### src/debounced_input_latch_counter_defines.svh
// ----------------------------------------------------------------------------
// debounced_input_latch_counter_defines.svh
// Assertion macros shared by the debounced input latch counter RTL.
// ----------------------------------------------------------------------------
`ifndef DEBOUNCED_INPUT_LATCH_COUNTER_DEFINES_SVH
`define DEBOUNCED_INPUT_LATCH_COUNTER_DEFINES_SVH

// Same-cycle implication, disabled while in reset.
`define DILC_ASSERT_NOW(label, clk, rst_n, ante, cons, msg) \
	label: assert property (@(posedge clk) disable iff (!(rst_n)) \
		(ante) |-> (cons)) else $error(msg);

// Next-cycle implication, disabled while in reset.
`define DILC_ASSERT_NEXT(label, clk, rst_n, ante, cons, msg) \
	label: assert property (@(posedge clk) disable iff (!(rst_n)) \
		(ante) |=> (cons)) else $error(msg);

`endif

### src/dilc_pkg.sv
// ----------------------------------------------------------------------------
// dilc_pkg
// Shared types and constants of the debounced input latch counter.
// ----------------------------------------------------------------------------
`default_nettype none

package dilc_pkg;

	localparam int DEF_CHANNELS   = 4;
	localparam int DEF_COUNT_BITS = 32;

	// Fixed field widths of the channels
	localparam int OP_W       = 3;
	localparam int LVL_W      = 4;
	localparam int CH_W       = 2;
	localparam int MASK_W     = 4;
	localparam int CNT_W      = 32;
	localparam int CFG_IDX_W  = 2;
	localparam int CFG_DATA_W = 8;
	localparam int CFG_BIT_W  = 4;
	localparam int THR_W      = 8;
	localparam int DIFF_W     = 8;

	localparam logic [THR_W-1:0]  THR_RESET = 8'd5;
	localparam logic [DIFF_W-1:0] DIFF_MAX  = 8'd255;

	typedef enum logic [OP_W-1:0] {
		OP_SAMPLE     = 3'd0,
		OP_CLR_COUNT  = 3'd1,
		OP_CLR_LATCH  = 3'd2,
		OP_CLR_OVF    = 3'd3,
		OP_WRITE_MASK = 3'd4
	} op_t;

	typedef enum logic [CFG_IDX_W-1:0] {
		REG_LATCH_ON_RISING    = 2'd0,
		REG_COUNT_ENABLE       = 2'd1,
		REG_DEBOUNCE_THRESHOLD = 2'd2
	} reg_idx_t;

	typedef struct packed {
		logic [CFG_BIT_W-1:0] latch_on_rising;
		logic [CFG_BIT_W-1:0] count_enable;
		logic [THR_W-1:0]     threshold;
	} cfg_t;

	// Per-channel command for one advancing word
	typedef struct packed {
		logic             sample;
		logic             raw;
		logic             clr_count;
		logic             clr_latch;
		logic             clr_ovf;
		logic             wr_latch;
		logic             wr_val;
		logic             latch_rise;
		logic             cnt_en;
		logic [THR_W-1:0] threshold;
	} chan_ctl_t;

endpackage

`default_nettype wire

### src/dilc_chan.sv
// ----------------------------------------------------------------------------
// dilc_chan
// One input channel: debounce counter, stable level, latch, pulse counter.
// ----------------------------------------------------------------------------
`default_nettype none

`include "debounced_input_latch_counter_defines.svh"

module dilc_chan
	import dilc_pkg::*;
#(
	parameter int COUNT_BITS = DEF_COUNT_BITS
) (
	input  wire logic                  clk,
	input  wire logic                  arst_n,
	input  wire chan_ctl_t             ctl,
	output logic                       stable,
	output logic                       latch,
	output logic                       ovf,
	output logic [COUNT_BITS-1:0]      count
);

	logic [DIFF_W-1:0]     diff_q;
	logic                  stable_q;
	logic                  latch_q;
	logic                  ovf_q;
	logic [COUNT_BITS-1:0] count_q;

	logic [DIFF_W-1:0]     diff_nx;
	logic                  change;
	logic [COUNT_BITS-1:0] count_inc;

	always_comb begin
		if (ctl.raw != stable_q) begin
			diff_nx = (diff_q == DIFF_MAX) ? diff_q : diff_q + DIFF_W'(1);
		end else begin
			diff_nx = '0;
		end
		change    = diff_nx > ctl.threshold;
		count_inc = count_q + COUNT_BITS'(1);
	end

	always_ff @(posedge clk or negedge arst_n) begin
		if (!arst_n) begin
			diff_q   <= '0;
			stable_q <= 1'b0;
			latch_q  <= 1'b0;
			ovf_q    <= 1'b0;
			count_q  <= '0;
		end else begin
			if (ctl.sample) begin
				diff_q <= diff_nx;
				if (change) begin
					stable_q <= ctl.raw;
					if (ctl.raw) begin
						if (ctl.latch_rise) begin
							latch_q <= 1'b1;
						end
					end else begin
						if (ctl.cnt_en) begin
							count_q <= count_inc;
							if (count_inc == '0) begin
								ovf_q <= 1'b1;
							end
						end
						if (!ctl.latch_rise) begin
							latch_q <= 1'b1;
						end
					end
				end
			end
			if (ctl.clr_count) begin
				count_q <= '0;
			end
			if (ctl.clr_latch) begin
				latch_q <= 1'b0;
			end
			if (ctl.clr_ovf) begin
				ovf_q <= 1'b0;
			end
			if (ctl.wr_latch) begin
				latch_q <= ctl.wr_val;
			end
		end
	end

	assign stable = stable_q;
	assign latch  = latch_q;
	assign ovf    = ovf_q;
	assign count  = count_q;

	`DILC_ASSERT_NEXT(a_clr_count, clk, arst_n, ctl.clr_count, count_q == '0,
		"pulse counter not cleared")
	`DILC_ASSERT_NEXT(a_level_only_on_sample, clk, arst_n, !ctl.sample, $stable(stable_q),
		"stable level moved without a sample tick")
	`DILC_ASSERT_NOW(a_ovf_from_count, clk, arst_n, $rose(ovf_q),
		$past(ctl.sample) && $past(ctl.cnt_en) && ($past(count_q) == '1),
		"overflow flag set without a counter wrap")

endmodule

`default_nettype wire

### config.mk
export PLATFORM = sky130hd
export DESIGN_NAME = dilc_chan
export DESIGN_NICKNAME = d
export VERILOG_FILES = /design/src/dilc_pkg.sv /design/src/dilc_chan.sv
export VERILOG_INCLUDE_DIRS = /design/src /design/src/src
export SDC_FILE = /design/constraint.sdc
export NUM_CORES = 1
export LEC_CHECK = 0
export ABC_CLOCK_PERIOD_IN_PS = 7000
export BUFFER_PORTS_ARGS = -buffer_cell sky130_fd_sc_hd__buf_2
export CAP_MARGIN = 15
export CORE_ASPECT_RATIO = 1.2
export CORE_UTILIZATION = 57
export DETAILED_ROUTE_END_ITERATION = 8
export PLACE_DENSITY_LB_ADDON = 0.1
export SLEW_MARGIN = 20
export SYNTH_ARGS = -nofsm -noshare
export SYNTH_HDL_FRONTEND = slang
export SYNTH_SLANG_ARGS = --single-unit
export TNS_END_PERCENT = 10
### constraint.sdc
create_clock -name clk -period 7 [get_ports clk]
set_clock_uncertainty 0.15 [all_clocks]
set_input_delay 0.7 -clock clk [delete_from_list [all_inputs] [get_ports clk]]
set_output_delay 0.7 -clock clk [all_outputs]
set_load 0.05 [all_outputs]
== Yosys cells after proc, flatten, opt, wreduce, memory -nomap -nowiden ==
Index checks and enable logic that the tools add are counted.
Storage, ports and cells
  register bits: 43
  latch bits: 0
  RAM bits: 0
  bits in read-only memories: 0
  input port bits: 19
  memories: 0
Operators by class
  add/sub/neg operators: 2
  multiply operators: 0
  div/mod/pow operators: 0
  magnitude comparators: 1
  equal/unequal tests: 6
  shifts and indexed selects: 0
  muxes and demuxes: 20
  bitwise gates (word level): 0
  reduce and logical (&&, ||, !) cells: 14
Operators with widths (count)
  two-way mux 32 bit: 5
  adder 32 x 1 -> 32 bit (second input constant): 1
  logical NOT 32 bit: 1
  two-way mux 8 bit: 2
  nonzero test 2 bit: 7
  two-way mux 1 bit: 13
  adder 8 x 1 -> 8 bit (second input constant): 1
  equality test 8 bit (second input constant): 1
  greater-than comparator 8 bit: 1
  AND reduction 4 bit: 2
  nonzero test 3 bit: 2
  AND reduction 5 bit: 1
  inequality test 2 bit (second input constant): 2
  inequality test 4 x 1 -> 1 bit (second input constant): 1
  inequality test 4 bit (second input constant): 1
  AND reduction 2 bit: 1
  inequality test 1 bit: 1

== Longest topological paths before layout ==
  word-level depth: 8
  gate-level depth with buffers: 16

== Worst setup path before layout ==
OpenSTA, ideal clock, no wires.
  kind: input-to-reg
  start: in ctl[15] in the netlist's numbering
  end: reg count_q[3], in the netlist count[3]
  arrival time: 2.954 ns
  data required time: 6.777 ns
  slack: 3.823 ns
  stages: 11
  cell sequence: xnor2_1 -> nor2_1 -> ha_1 -> nor2b_1 -> o21a_1 -> o21ai_1 -> a2111oi_2 -> clkbuf_1 -> o2111ai_1 -> xor2_1 -> nor2_1
Between the ends
  longest elaborated chain between the ends: 5
Ends and longest elaborated chain
  start: declaration: line dilc_chan.sv:16  | input wire chan_ctl_t ctl,
  inequality test 1 bit: line dilc_chan.sv:34  | if (ctl.raw != stable_q) begin
  two-way mux 8 bit: line dilc_chan.sv:34
  named net diff_nx[1]: line dilc_chan.sv:29  | logic [DIFF_W-1:0] diff_nx;
  greater-than comparator 8 bit: line dilc_chan.sv:39  | change = diff_nx > ctl.threshold;
  nonzero test 2 bit (no source line)
  AND reduction 4 bit (no source line)
  end signal: assignment: line dilc_chan.sv:61  | count_q <= count_inc;
  end: declaration: line dilc_chan.sv:27  | logic [COUNT_BITS-1:0] count_q;
The timed path passes the listed nets, and every way through them passes these cells.
A chain may end at the register's enable or synchronous reset.

== Final worst setup path ==
  start: reg diff_q[1]
  end: reg ovf_q, in the netlist ovf
Between the ends
  longest elaborated chain between the ends: 6
Ends and longest elaborated chain
  start: declaration: line dilc_chan.sv:23  | logic [DIFF_W-1:0] diff_q;
  start signal: assignment: line dilc_chan.sv:52  | diff_q <= diff_nx;
  adder 8 x 1 -> 8 bit or equality test 8 bit (tied branches): line dilc_chan.sv:35  | diff_nx = (diff_q == DIFF_MAX) ? diff_q : diff_q + DIFF_W'(1);
  two-way mux 8 bit (*): line dilc_chan.sv:35
  two-way mux 8 bit (*): line dilc_chan.sv:34
  named net diff_nx[5]: line dilc_chan.sv:29
  greater-than comparator 8 bit (*): line dilc_chan.sv:39
  nonzero test 2 bit (no source line) (*)
  AND reduction 5 bit (no source line) (*)
  end signal: assignment: line dilc_chan.sv:48  | ovf_q <= 1'b0;
  end signal: assignment: line dilc_chan.sv:63  | ovf_q <= 1'b1;
  end signal: assignment: line dilc_chan.sv:79  | ovf_q <= 1'b0;
  end: declaration: line dilc_chan.sv:26  | logic ovf_q;
Mark *: on every way through the listed nets, which the timed path passes. The rest lies on a longest branch.

==> results.yml <==
critical_path:
  end_kind: "register"
  critPathMaxFanout: 31
  rr_startpoint: "diff_q[1]"
  rrSetupSlack_ps: 3320
  crit_path_start: "diff_q[1]"
  startpoint_type: "register"
  cp.arrival_ps: 3710
  crit_required_ps: 7030
  r2r_end: "ovf"
  ff2ff_path_depth: 15
  path_class: "register to register"
yosys:
  synthCells: 339
  synth-seq-cells: 43
  synth_edf_count: 0
  synth_top_area_cell: "dfrtp_1"
  yosysTopAreaCellShare: 0.353
  ys.flop_type: "dfrtp_1"
  ys_async_sr_fraction: 1.00
  avgSynthCellArea_um2: 8.99
  synth_seq_area_share: 0.353
  ys_warn_count: 0
  mappedNetlistNets: 369
  ys_top_cells_by_area: "dfrtp_1 (35%), xor2_1 (11%), nor2_1 (6.2%), ha_1 (4.5%), mux2_2 (3.0%)"
  syn_area_um2: 3050
  synth.distinct_cells: 56
cts:
  cts_tree: "done"
  path_clk_slew_ps: 80
  clkLatencyLatePin_ps: 290
  numClockSinks: 43
  post-cts-setup-buffers: 0
  cts_max_level: 2
  numCtsBuffers: 5
  cts_root_buf: "clkbuf_8"
  cts-resized-gates: 0
  cts_max_path_buffers: 2
  cts_hold_buf: 0
timing:
  tns_ps: 0
  setup_viol: 0
  hold_viol_final: 0
  fin_crit_sh: 0.526
  fin_hold_ws_ps: 231
  rsz0062_at_grt: "no"
  fmax_mhz: 272
  worstMarginPinSlew_ps: 656
  slew_headroom: 0.559
  layout_min_cycle_time_ps: 3680
  slew_viol_final: 0
global_routing:
  busiest_layer: "met2"
  grt_start_max_net_pins: 44
  antenna_found_initial: 0
  grtUsageMet3: 0.0417
  met1_usage: 0.359
  gr-usage-all-layers: 0.251
  use_met2: 0.380
  grt_first_pass_wirelength_um: 10600
  grt.overflow.total: 0
  grt_pass1_vias: 2177
die:
  ios: 54
  dieHeight_um: 82.1
  start_util: 0.604
  coreArea_um2: 5040
  dieArea_um2: 5640
  placementRows: 28
  fp.dieW_um: 68.7
detailed_routing:
  vias: 2689
  drtIter0Drc: 224
  drt-vias-per-instance: 6.03
  antenna_left: 0
  drc: 0
  wirelength_um: 6790
  drt_pass1_iterations: 4
  wl_per_cell_um: 15.2
power:
  combPwrFrac: 0.188
  p_sw_frac: 0.292
  power.share.clock: 0.286
  vdd_drop_max_mv: 0.0911
  cellPowerDensity_nw_per_um2: 149
  share_seq_of_total_power: 0.526
  p_leak_uw: 0.00166
  p_int_uw: 361
  p_switching_uw: 149
status:
  status: "completed"
cells_and_area:
  layout.nets: 417
  drive_gt1_frac: 0.223
  area_delta_synth_final_pct: 12.9
  final_common_cell: "buf_2"
  fin_util: 0.682
  fill_cells: 424
  final_cell_mix: "buf_2 (52), nor2_1 (50), dfrtp_1 (43), xor2_1 (37), nand2_1 (16)"
  num_antenna_cells: 0
worst_hold_path:
  hold_path.class: "primary input to asynchronous set/reset pin"
placed_design:
  place_congestion: 0.845
  placement.io_buffers: 53
  dp_hpwl_um: 4860
job:
  drv_cap: 0
[power by group through the flow]
stage / logic, uW / registers, uW / clock network (uW)
floorplan: 55.2 / 282 / 0
global placement: 90.4 / 272 / 0
global route: 108 / 270 / 163
finish: 96.1 / 269 / 146
detailed placement: 96.2 / 273 / 0
CTS: 96.8 / 268 / 151
[registers in the layout, indices dropped and copies added (netlist names)]
register,count
count,32
diff_q,8
latch,1
ovf,1
stable,1
[per-stage QoR]
step / setup WS [ps] / total power (uW) / std cells / instance area, um^2
2_1_floorplan: 3820 / 337 / 339 / 3050
3_3_place_gp: 3350 / 363 / 440 / 3360
3_5_place_dp: 3210 / 369 / 440 / 3360
4_1_cts: 3370 / 516 / 446 / 3440
5_1_grt: 2930 / 540 / 446 / 3440
6_report: 3320 / 511 / 446 / 3440
[Yosys cell counts, types with 6 or more instances]
cell type	count
xor2_1	37
o2111ai_1	9
a21oi_1	8
nor3_1	8
nand3_1	14
o211ai_1	6
xnor2_1	6
o21ai_1	9
nor2_1	50
mux2_2	8
nand2_1	16
dfrtp_1	43
nand4_1	8
buf_2	6
clkbuf_1	9
and3_1	9
ha_1	11
inv_1	11
o21ai_0	14
[how the worst max path moves through the flow]
stage                     depth (start not counted)  slack [ps]        end
after CTS                                        15        3370        ovf
final                                            15        3320        ovf
after global placement                           11        3350        ovf
after floorplan                                  11        3820   count[3]
after detailed placement                         12        3210  count[23]
after global routing                             15        2930        ovf
[metal layers]
layer,vias up,part of all wire
met5,-,0
met4,0,0.016
met3,9,0.047
met2,73,0.46
met1,1291,0.48
li1,1316,-
[kinds of logic (layout without fill, tap and decap cells)]
| group | count (synthesis) | count (layout) | share of synthesized area |
|---|---|---|---|
| XOR/XNOR | 43 | 43 | 0.124 |
| AND/OR/NAND/NOR | 137 | 137 | 0.249 |
| buffers and inverters | 26 | 73 | 0.0345 |
| adder cells (fa/ha/maj) | 11 | 11 | 0.0452 |
| AO/OA/AOI/OAI | 67 | 67 | 0.151 |
| flip-flops | 43 | 43 | 0.353 |
| multiplexers | 12 | 12 | 0.0435 |
[final cells by class]
class | instances | area, um^2 | share of cell area
Inverter | 11 | 41.3 | 0.0120
Timing Repair Buffer | 56 | 290 | 0.0844
Sequential cell | 43 | 1080 | 0.313
Clock buffer | 6 | 72.6 | 0.0211
Tap cell | 60 | 75.1 | 0.0218
Multi-Input combinational cell | 270 | 1880 | 0.548
[critical path, cell delays in order, from the launching register on]
cell     delay [ps]
dfrtp_1         390
ha_1            240
nand2_1         120
nor2_1          120
nand2_1         170
nand4_1         160
xor2_1          160
nor2_1           70
ha_1            330
nand4_1         190
o21ai_1         380
nor3_2           90
buf_4           240
nor2_1          300
and4b_1         240
a32o_1          230
Power figures use the tool's default switching activity.
